### config.mk
export PLATFORM = sky130hd
export DESIGN_NAME = ofc_color
export DESIGN_NICKNAME = d
export VERILOG_FILES = /design/src/hdl/ofc_pkg.sv /design/src/hdl/ofc_color.sv
export SDC_FILE = /design/constraint.sdc
export NUM_CORES = 1
export LEC_CHECK = 0
export ABC_CLOCK_PERIOD_IN_PS = 5700
export BUFFER_PORTS_ARGS = -buffer_cell sky130_fd_sc_hd__buf_2
export CORE_ASPECT_RATIO = 2
export CORE_MARGIN = 2
export CORE_UTILIZATION = 39
export DETAILED_ROUTE_END_ITERATION = 10
export SYNTH_ARGS = -nofsm -noshare
export SYNTH_HDL_FRONTEND = slang
export SYNTH_SLANG_ARGS = --single-unit
### constraint.sdc
create_clock -name clk -period 5.7 [get_ports clk]
set_clock_uncertainty 0.2 [all_clocks]
set_input_delay 1.14 -clock clk [delete_from_list [all_inputs] [get_ports clk]]
set_output_delay 1.14 -clock clk [all_outputs]
set_load 0.005 [all_outputs]
### src/hdl/ofc_pkg.sv
// Shared constants, types and small lookup functions for the flow color coder.
package ofc_pkg;

  // Defaults for the top-level parameters
  localparam int FLOW_WIDTH_DEF     = 16;
  localparam int FLOW_FRAC_BITS_DEF = 12;

  // Gain register
  localparam int              GAIN_WIDTH = 12;
  localparam logic [11:0]     GAIN_RESET = 12'd255;

  // Angle and value resolution
  localparam int              ANGLE_STEPS     = 22;
  localparam int              VALUE_BITS      = 8;
  localparam int              MAG_SQ_WIDTH    = 16;
  localparam logic [5:0]      IDX_STEEP_START = 6'd22;
  localparam logic [7:0]      HUE_ZERO_VECTOR = 8'd90;
  localparam logic [7:0]      QUAD_SPAN       = 8'd45;

  // HSV to BGR
  localparam logic [4:0]      SECTOR_SPAN = 5'd30;
  localparam logic [14:0]     ROUND_HALF  = 15'd30;
  // floor(n / 60) = (n * DIV60_RECIP) >> DIV60_SHIFT, exact for n < 23831
  localparam logic [14:0]     DIV60_RECIP = 15'd17477;
  localparam int              DIV60_SHIFT = 20;

  // Hue sectors of 60 degrees (30 hue steps)
  typedef enum logic [2:0] {
    SEC_RED_YEL = 3'd0,
    SEC_YEL_GRN = 3'd1,
    SEC_GRN_CYN = 3'd2,
    SEC_CYN_BLU = 3'd3,
    SEC_BLU_MAG = 3'd4,
    SEC_MAG_RED = 3'd5
  } sector_t;

  // Per-item info that rides along the cell chain
  typedef struct packed {
    logic                    zero;    // both components zero
    logic                    steep;   // minor axis larger than major axis
    logic [1:0]              quad;    // quadrant of the reversed vector
    logic [5:0]              idx;     // 2-degree steps inside the quadrant
    logic [MAG_SQ_WIDTH-1:0] mag_sq;  // (gain*|flow|)^2 in integer units, saturated
    logic [VALUE_BITS-1:0]   value;   // value channel, built MSB first
  } ofc_tag_t;

  // tan(2k degrees) in unsigned Q0.16, rounded to nearest
  function automatic logic [15:0] tan_q16(input logic [4:0] k);
    logic [15:0] t;
    case (k)
      5'd1:    t = 16'd2289;
      5'd2:    t = 16'd4583;
      5'd3:    t = 16'd6888;
      5'd4:    t = 16'd9210;
      5'd5:    t = 16'd11556;
      5'd6:    t = 16'd13930;
      5'd7:    t = 16'd16340;
      5'd8:    t = 16'd18792;
      5'd9:    t = 16'd21294;
      5'd10:   t = 16'd23853;
      5'd11:   t = 16'd26478;
      5'd12:   t = 16'd29179;
      5'd13:   t = 16'd31964;
      5'd14:   t = 16'd34846;
      5'd15:   t = 16'd37837;
      5'd16:   t = 16'd40951;
      5'd17:   t = 16'd44205;
      5'd18:   t = 16'd47615;
      5'd19:   t = 16'd51202;
      5'd20:   t = 16'd54991;
      5'd21:   t = 16'd59009;
      5'd22:   t = 16'd63287;
      default: t = 16'd0;
    endcase
    return t;
  endfunction

  // Sector of a hue in 0..179
  function automatic sector_t sector_of(input logic [7:0] h);
    sector_t s;
    priority if (h >= 8'd150) s = SEC_MAG_RED;
    else if (h >= 8'd120)     s = SEC_BLU_MAG;
    else if (h >= 8'd90)      s = SEC_CYN_BLU;
    else if (h >= 8'd60)      s = SEC_GRN_CYN;
    else if (h >= 8'd30)      s = SEC_YEL_GRN;
    else                      s = SEC_RED_YEL;
    return s;
  endfunction

  // First hue of a sector
  function automatic logic [7:0] sector_base(input sector_t s);
    logic [7:0] b;
    unique case (s)
      SEC_RED_YEL: b = 8'd0;
      SEC_YEL_GRN: b = 8'd30;
      SEC_GRN_CYN: b = 8'd60;
      SEC_CYN_BLU: b = 8'd90;
      SEC_BLU_MAG: b = 8'd120;
      SEC_MAG_RED: b = 8'd150;
      default:     b = 8'd0;
    endcase
    return b;
  endfunction

endpackage

### src/hdl/ofc_color.sv
// HSV to BGR: hue and sector, rounded ramps, sector select.
module ofc_color (
  input  logic               clk,
  input  logic               rst,
  input  logic               en,
  input  logic               in_valid,
  input  ofc_pkg::ofc_tag_t  in_tag,
  output logic               out_valid,
  output logic [7:0]         out_blue,
  output logic [7:0]         out_green,
  output logic [7:0]         out_red
);
  import ofc_pkg::*;

  // Stage 1: hue, sector and offset inside the sector
  logic [7:0]            hue_c;
  sector_t               sec_c, sec1, sec2;
  logic [4:0]            r1;
  logic [VALUE_BITS-1:0] v1, v2;
  logic                  val1, val2;

  assign hue_c = in_tag.zero ? HUE_ZERO_VECTOR
                             : (8'(in_tag.quad) * QUAD_SPAN + 8'(in_tag.idx));
  assign sec_c = sector_of(hue_c);

  always_ff @(posedge clk) begin
    if (rst) begin
      val1 <= 1'b0;
    end else if (en) begin
      val1 <= in_valid;
    end
  end

  always_ff @(posedge clk) begin
    if (en) begin
      sec1 <= sec_c;
      r1   <= 5'(hue_c - sector_base(sec_c));
      v1   <= in_tag.value;
    end
  end

  // Stage 2: numerators 2*V*r + 30 and 2*V*(30-r) + 30
  logic [14:0] nt2, nq2;

  always_ff @(posedge clk) begin
    if (rst) begin
      val2 <= 1'b0;
    end else if (en) begin
      val2 <= val1;
    end
  end

  always_ff @(posedge clk) begin
    if (en) begin
      sec2 <= sec1;
      v2   <= v1;
      nt2  <= ((15'(v1) * 15'(r1)) << 1) + ROUND_HALF;
      nq2  <= ((15'(v1) * 15'(SECTOR_SPAN - r1)) << 1) + ROUND_HALF;
    end
  end

  // Stage 3: divide by 60 via reciprocal, then pick channels by sector
  logic [29:0] pt, pq;
  logic [7:0]  t_c, q_c;
  logic [7:0]  b_c, g_c, r_c;

  assign pt  = 30'(nt2) * 30'(DIV60_RECIP);
  assign pq  = 30'(nq2) * 30'(DIV60_RECIP);
  assign t_c = pt[DIV60_SHIFT+7:DIV60_SHIFT];
  assign q_c = pq[DIV60_SHIFT+7:DIV60_SHIFT];

  always_comb begin
    unique case (sec2)
      SEC_RED_YEL: begin r_c = v2;   g_c = t_c;  b_c = 8'd0; end
      SEC_YEL_GRN: begin r_c = q_c;  g_c = v2;   b_c = 8'd0; end
      SEC_GRN_CYN: begin r_c = 8'd0; g_c = v2;   b_c = t_c;  end
      SEC_CYN_BLU: begin r_c = 8'd0; g_c = q_c;  b_c = v2;   end
      SEC_BLU_MAG: begin r_c = t_c;  g_c = 8'd0; b_c = v2;   end
      SEC_MAG_RED: begin r_c = v2;   g_c = 8'd0; b_c = q_c;  end
      default:     begin r_c = v2;   g_c = 8'd0; b_c = q_c;  end
    endcase
  end

  always_ff @(posedge clk) begin
    if (rst) begin
      out_valid <= 1'b0;
    end else if (en) begin
      out_valid <= val2;
    end
  end

  always_ff @(posedge clk) begin
    if (en) begin
      out_blue  <= b_c;
      out_green <= g_c;
      out_red   <= r_c;
    end
  end

endmodule

# Word level (Yosys, flattened, before mapping)
# Cells that the tools add are included.
# word_totals
output_inout_bits,25
elab_cells,53
regBits,84
# op_classes
n_reduce_logical,5
n_lt_le_gt_ge,5
mul,5
n_eq_ne,9
muxes,11
add_sub_neg,5
# ops
cell,n
$pmux 8 s3,3
$mul 15x15->28 const B,2
$pmux 5 s5,1
$ge 8x7->1 const B,2
$add 14x5->15 const B,1
$add 15x5->15 const B,1
$mul 9x6->14,1
$mul 8x5->13,1
$eq 3x2->1 const B,4
$eq 3x3->1 const B,3
$add 8x6->8,1
$ge 8x5->1 const B,1
$ge 8x6->1 const B,1
$ge 8x8->1 const B,1
$mul 2x6->8 const B,1
$mux 8,1
$reduce_or 2->1,4
$eq 3x1->1 const B,2
$mux 3,2
$sub 5x5->6 const A,1
$mux 5,1
$sub 5x5->5,1
$mux 2,2
$logic_not 3->1,1
$mux 1,1

# Depth between registers and ports, before layout
# Gate-level depths: netlist of the first run.
# logic_depth
ltp_word,13
depth_mapped,20
ltp_nobuf,20

# Worst setup path before layout of the first run
# OpenSTA, ideal clock, no wires.
# synth_timing
kind,reg2reg
from,reg r1[0]
to,"reg nq2[14], data pin"
synth_period_minus_slack_ns,5.709
arrival_time_ns,5.241
setup_ns,0.268
path_slack_ns,-0.009
required_ns,5.232
path_buffers,0
stages_incl_launch_ff,19
cell_sequence,edfxtp_1 -> ha_1 -> nand3_1 -> xor2_1 -> nand2_1 -> fa_1 -> fa_1 -> fa_1 -> fa_1 -> inv_1 -> fa_1 -> a21o_1 -> a21oi_1 -> o21ai_0 -> a21o_1 -> a21o_1 -> xnor2_1 -> nor4_1 -> xnor3_1
# synth_between
elab_chain_len,3
# synth_rtl
element,line,source
"start, declared",ofc_color.sv:18,logic [4:0] r1;
"start signal, assigned",ofc_color.sv:37,r1 <= 5'(hue_c - sector_base(sec_c));
$sub 5x5->6,ofc_color.sv:58,nq2 <= ((15'(v1) * 15'(SECTOR_SPAN - r1)) << 1) + ROUND_HALF;
$mul 9x6->14,ofc_color.sv:58,
$add 15x5->15,ofc_color.sv:58,
"end signal, assigned",ofc_color.sv:58,
"end, declared",ofc_color.sv:43,"logic [14:0] nt2, nq2;"
# Every way passes these cells.
# A chain may end at the register's enable or synchronous reset.

# Worst setup path after layout of the first run
# Same ends and word-level chain as after synthesis.

==> results of run 1 <==
==> logic make-up after synthesis <==
kind of cell,after synthesis
adder cells (fa/ha/maj),344
AND/OR/NAND/NOR,279
buffers and inverters,251
AO/OA/AOI/OAI,207
flip-flops,81
XOR/XNOR,61
multiplexers,12
==> metal layers <==
metal | track usage | part of all wire | vias up
met5 | 0 | 0 | -
met2 | 0.375 | 0.60 | 179
met1 | 0.158 | 0.32 | 4425
li1 | - | - | 4396
met4 | 0.110 | 0.059 | 0
met3 | 0.0198 | 0.025 | 74
==> sequential cells by signal, indices dropped and copies added, names as in the netlist <==
signal	count
val2	1
r1	5
nt2	14
sec1	3
nq2	13
out_blue	8
v2	8
out_green	8
sec2	3
out_valid	1
out_red	8
v1	8
val1	1
==> repair_timing <==
action | in CTS | in global routing
resized for setup | 0 | 6
endpoints found under the setup margin | 0 | 2
hold endpoints to repair | 0 | 0
==> synthesized netlist by cell type, types with 4 or more instances <==
| cell | instances | share of area |
|---|---|---|
| o21bai_1 | 4 | 0.0026 |
| inv_1 | 224 | 0.072 |
| nand2_1 | 88 | 0.028 |
| nand3_1 | 24 | 0.010 |
| a21oi_1 | 56 | 0.024 |
| a2111oi_0 | 4 | 0.0030 |
| a221oi_1 | 6 | 0.0045 |
| clkbuf_1 | 23 | 0.0074 |
| and3_1 | 12 | 0.0064 |
| nor2_1 | 46 | 0.015 |
| o211ai_1 | 12 | 0.0077 |
| nor3b_1 | 4 | 0.0026 |
| a22oi_1 | 5 | 0.0032 |
| nor2b_1 | 12 | 0.0064 |
| and2_1 | 35 | 0.019 |
| fa_1 | 80 | 0.14 |
| ha_1 | 264 | 0.28 |
| a31oi_1 | 12 | 0.0064 |
| a211oi_1 | 11 | 0.0070 |
| o21a_1 | 9 | 0.0058 |
| nand2b_1 | 4 | 0.0021 |
| o21ai_0 | 25 | 0.011 |
| nor4_1 | 6 | 0.0032 |
| xnor2_1 | 33 | 0.025 |
| or3_1 | 9 | 0.0048 |
| mux2i_1 | 12 | 0.010 |
| or2_2 | 4 | 0.0021 |
| xor2_1 | 27 | 0.020 |
| o2111ai_1 | 5 | 0.0037 |
| nor3_1 | 18 | 0.0077 |
| edfxtp_1 | 78 | 0.20 |
| nand4_1 | 6 | 0.0032 |
| a21o_1 | 19 | 0.012 |
==> cells in the final DEF (no fill, tap or decap), types with 5 or more instances in the layout <==
master     netlist  final
ha_1           264    263
inv_1          224    224
nand2_1         88     88
fa_1            80     80
edfxtp_1        78     78
a21oi_1         56     55
nor2_1          46     46
buf_2            0     44
and2_1          35     35
xnor2_1         33     32
buf_4            0     28
xor2_1          27     26
nand3_1         24     24
o21ai_0         25     24
a21o_1          19     19
nor3_1          18     18
nor2b_1         12     12
o211ai_1        12     12
a31oi_1         12     12
mux2i_1         12     12
and3_1          12     11
a211oi_1        11     11
or3_1            9      9
o21a_1           9      9
clkbuf_16        0      9
nand4_1          6      6
a221oi_1         6      6
o2111ai_1        5      5
a22oi_1          5      5
nor4_1           6      5
==> cell type report <==
type                    count  area (sq um)  area share
flip-flops and latches     81          2400       0.187
inverters                 226           848      0.0661
clock inverters             7          53.8     0.00419
clock buffers               9           225      0.0175
multi-input cells         903          8420       0.656
well taps                 364           455      0.0355
repair buffers             72           430      0.0335
==> through the flow <==
stage | cell area (sq um) | cells | worst slack (ps) | util
floorplan | 11700 | 1235 | 66.7 | -
global placement | 12500 | 1646 | 112 | 0.425
detailed placement | 12500 | 1646 | 22.9 | 0.425
CTS | 12800 | 1662 | 41.7 | 0.434
global route | 12800 | 1662 | 10.8 | 0.435
finish | 12800 | 1662 | 288 | 0.435
==> final timing paths <==
kind | startpoint | endpoint | slack (ps) | cells past startpoint
worst max register to register | r1[0] | nq2[14] | 290 | 21
worst max-delay path | r1[0] | nq2[14] | 290 | 21
worst min register to register | sec1[0] | sec2[0] | 230 | 0
worst min-delay path | sec1[0] | sec2[0] | 230 | 0
==> results.sh, run 1 <==
export IMPL_crit_path_start_kind="flop"
export IMPL_relSlewSlack=0.280
export IMPL_placementRows=89
export IMPL_hold_path_class="reg -> reg"
export IMPL_area_growth_pct=9.40
export IMPL_core_region_area_sq_um=29500
export IMPL_synth_top_family_by_area="adder cells"
export IMPL_drt_iter0_drc=538
export IMPL_drv_slew=0
export IMPL_die_x_um=127
export IMPL_overflow=0
export IMPL_max_stage_delay_ps=540
export IMPL_ios=63
export IMPL_finalSetupTns_ps=0
export IMPL_cts_sinks=81
export IMPL_grt_pass1_vias=9553
export IMPL_synthesis_area_sq_um=11700
export IMPL_path_cells="ha_2 -> nand3_1 -> xor2_2 -> buf_4 -> and2_1 -> fa_1 -> inv_1 -> fa_1 -> fa_1 -> inv_1 -> ha_1 -> ha_1 -> a21o_1 -> a21oi_2 -> buf_4 -> o21ai_0 -> a211oi_1 -> a21oi_1 -> nand2_1 -> nor4_2 -> xnor3_1"
export IMPL_grt_usage=0.181
export IMPL_grt_pass1_wl_um=45500
export IMPL_post_cts_setup_buffers=0
export IMPL_antenna_found_initial=0
export IMPL_root_buffer="clkbuf_16"
export IMPL_cts_hold_buf=0
export IMPL_status="complete, no violations"
export IMPL_synth_mux_area_frac=0.0102
export IMPL_cp_required_ps=5610
export IMPL_yosys_area_share_adder=0.418
export IMPL_period_minus_slack_ps=5410
export IMPL_cts_root_to_sink_buffers=2
export IMPL_synth_simple_area_share=0.119
export IMPL_rsz0062_at_grt="no"
export IMPL_antenna_cells=0
export IMPL_postSynthCellCount=1235
export IMPL_cts_inserted_buffers=9
export IMPL_globalplace_congestion=0.868
export IMPL_grt_max_degree=82
export IMPL_ant_nets=0
export IMPL_path_clk_slew_ps=60
export IMPL_synth_xor_area_frac=0.0467
export IMPL_worstPathArrival_ps=5320
export IMPL_dp_hpwl_um=23500
export IMPL_hold_slack_ps=231
export IMPL_vias=9074
export IMPL_path_max_fanout=7
export IMPL_synth_main_ff_cell="edfxtp_1"
export IMPL_fmax_mhz=185
export IMPL_ys_warn_count=0
export IMPL_cap_violations=0
export IMPL_layout_worst_path_cycle_share=0.950
export IMPL_vias_per_cell=5.46
export IMPL_wl_um=27600
export IMPL_ys_seq_area_frac=0.205
export IMPL_htreeDepth=3
export IMPL_start_util=0.398
export IMPL_async_flop_share=0
export IMPL_cpMostUsedCell="fa_1"
export IMPL_crit_path_end_kind="flop"
export IMPL_syn_area_per_cell_sq_um=9.50
export IMPL_slowest_stage="fa_1"
export IMPL_dr_pass1_iters=5
export IMPL_worstSetupPathType="reg -> reg"
export IMPL_synth_nets=1617
export IMPL_io_buffer_count=45
export IMPL_synth_compound_area_frac=0.121
export IMPL_wl_per_cell_um=16.6
export IMPL_crit_buf_inv=4
export IMPL_cp_top_family="adder cells"
export IMPL_synth_edf_count=78
export IMPL_ys_types=72
export IMPL_tightest_slew_ps=1080
export IMPL_fillers=2835
export IMPL_drive_gt1_frac=0.0878
export IMPL_layout_nets=1675
export IMPL_die_area_sq_um=31600
export IMPL_drcViolationCount=0
export IMPL_die_y_um=249
export IMPL_clkLatencyLatePin_ps=370
export IMPL_cts_tree="built"
export IMPL_final_hold_viol_count=0
export IMPL_synth_seq_cells=81
export IMPL_setup_viol_count_final=0
Power of run 1 is left out: the tool's default activity adds up to more than one toggle a clock period on the data nets, which glitch-free logic cannot reach.
==> inputs of run 2 (changes only) <==
CELL_PAD_IN_SITES_DETAIL_PLACEMENT = 0   (was unset)
CELL_PAD_IN_SITES_GLOBAL_PLACEMENT = 1   (was unset)
PLACE_DENSITY_LB_ADDON = 0.1   (was unset)
==> results.sh, run 2 (synthesized netlist as in run 1, its figures left out) <==
export IMPL_cp_num_cells=18
export IMPL_crit_buf_inv=1
export IMPL_grt_max_degree=52
export IMPL_die_area_sq_um=31600
export IMPL_max_stage_delay_ps=540
export IMPL_slowest_stage="fa_1"
export IMPL_status="complete, no violations"
export IMPL_clkLatencyLatePin_ps=370
export IMPL_worstPathArrival_ps=5320
export IMPL_relSlewSlack=0.462
export IMPL_top_regs="nt2: 14 flops, nq2: 13 flops"
export IMPL_ios=63
export IMPL_cts_hold_buf=0
export IMPL_hold_path_class="reg -> reg"
export IMPL_start_util=0.398
export IMPL_drt_iter0_drc=275
export IMPL_dr_pass1_iters=4
export IMPL_largest_register_ffs=14
export IMPL_wl_um=29700
export IMPL_placementRows=89
export IMPL_cp_required_ps=5600
export IMPL_cts_inserted_buffers=9
export IMPL_drcViolationCount=0
export IMPL_cp_top_family="adder cells"
export IMPL_dp_hpwl_um=25400
export IMPL_antenna_found_initial=0
export IMPL_layout_nets=1689
export IMPL_largest_register="nt2"
export IMPL_area_growth_pct=10.7
export IMPL_layout_worst_path_cycle_share=0.950
export IMPL_cts_root_to_sink_buffers=2
export IMPL_cts_tree="built"
export IMPL_rsz0062_at_grt="no"
export IMPL_final_hold_viol_count=0
export IMPL_grt_pass1_wl_um=48200
export IMPL_overflow=0
export IMPL_drv_slew=0
export IMPL_crit_path_end_kind="flop"
export IMPL_die_x_um=127
export IMPL_setup_viol_count_final=0
export IMPL_cap_violations=0
export IMPL_grt_usage=0.197
export IMPL_grt_pass1_vias=9542
export IMPL_layout_common_cells="ha_1 (264), inv_1 (224), nand2_1 (88), fa_1 (80), edfxtp_1 (78)"
export IMPL_post_cts_resized=0
export IMPL_drive_gt1_frac=0.0968
export IMPL_crit_path_start_kind="flop"
export IMPL_wl_per_cell_um=17.7
export IMPL_finalSetupTns_ps=0
export IMPL_worst_slack_ps=283
export IMPL_ant_nets=0
export IMPL_final_core_util=0.440
export IMPL_vias=8948
export IMPL_worstSetupPathType="reg -> reg"
export IMPL_seq_area_sq_um=2400
export IMPL_layout_commonest_cell="ha_1"
export IMPL_root_buffer="clkbuf_16"
export IMPL_period_minus_slack_ps=5420
export IMPL_vias_per_cell=5.34
export IMPL_fillers=2897
export IMPL_path_clk_slew_ps=60
export IMPL_core_region_area_sq_um=29500
export IMPL_rr_worst_depth=18
export IMPL_min_delay_path_depth=0
export IMPL_tightest_slew_ps=807
export IMPL_path_max_fanout=3
export IMPL_post_cts_setup_buffers=0
export IMPL_path_cells="ha_1 -> nand3_1 -> xor2_2 -> nand2_1 -> fa_1 -> fa_1 -> fa_1 -> fa_1 -> inv_1 -> fa_1 -> a21o_1 -> a21oi_2 -> o21ai_1 -> a21o_1 -> a21o_1 -> xnor2_1 -> nor4_2 -> xnor3_1"
export IMPL_cts_sinks=81
export IMPL_fmax_mhz=185
export IMPL_antenna_cells=0
export IMPL_globalplace_congestion=0.799
export IMPL_die_y_um=249
export IMPL_multiInputGateArea_sq_um=8420
export IMPL_post_place_ws_ps=30.5
export IMPL_io_buffer_count=45
export IMPL_cpMostUsedCell="fa_1"
export IMPL_htreeDepth=3
[run 2: changes by cell type in the layout (fill, tap and decap cells not counted), moves of 2 or more]
cell / change
a21oi_1: -2
a21oi_2: +2
buf_4: +14
bufinv_16: +2
clkinvlp_4: -2
inv_8: +2
[run 2: metal layers]
metal,part of all wire,GRT usage,vias to the layer above,routed length [um]
li1,-,-,4426,-
met1,0.34,0.185,4381,10200
met2,0.60,0.408,98,17800
met3,0.018,0.0256,43,547
met4,0.037,0.0794,0,1110
met5,0,0,-,0
[run 2: cell type report]
cell class	instances	area share
inverters	226	0.0653
clock buffers	9	0.0173
multi-input cells	903	0.648
well taps	364	0.0351
repair buffers	86	0.0412
clock inverters	7	0.00828
flip-flops and latches	81	0.185
[run 2: worst paths after layout]
check	startpoint	end	slack (ps)
setup / recovery	r1[0]	nq2[14]	280
hold reg to reg	sec1[2]	sec2[2]	250
setup reg to reg	r1[0]	nq2[14]	280
hold / removal	sec1[2]	sec2[2]	250
[run 2: stage by stage]
stage / hold WS [ps] / instances / area (sq um)
after floorplan: 200 / 1235 / 11700
after global placement: 249 / 1660 / 12600
after detailed placement: 234 / 1660 / 12600
after CTS: 251 / 1676 / 13000
after global routing: 274 / 1676 / 13000
final: 255 / 1676 / 13000
Power of run 2 is left out for the same reason.
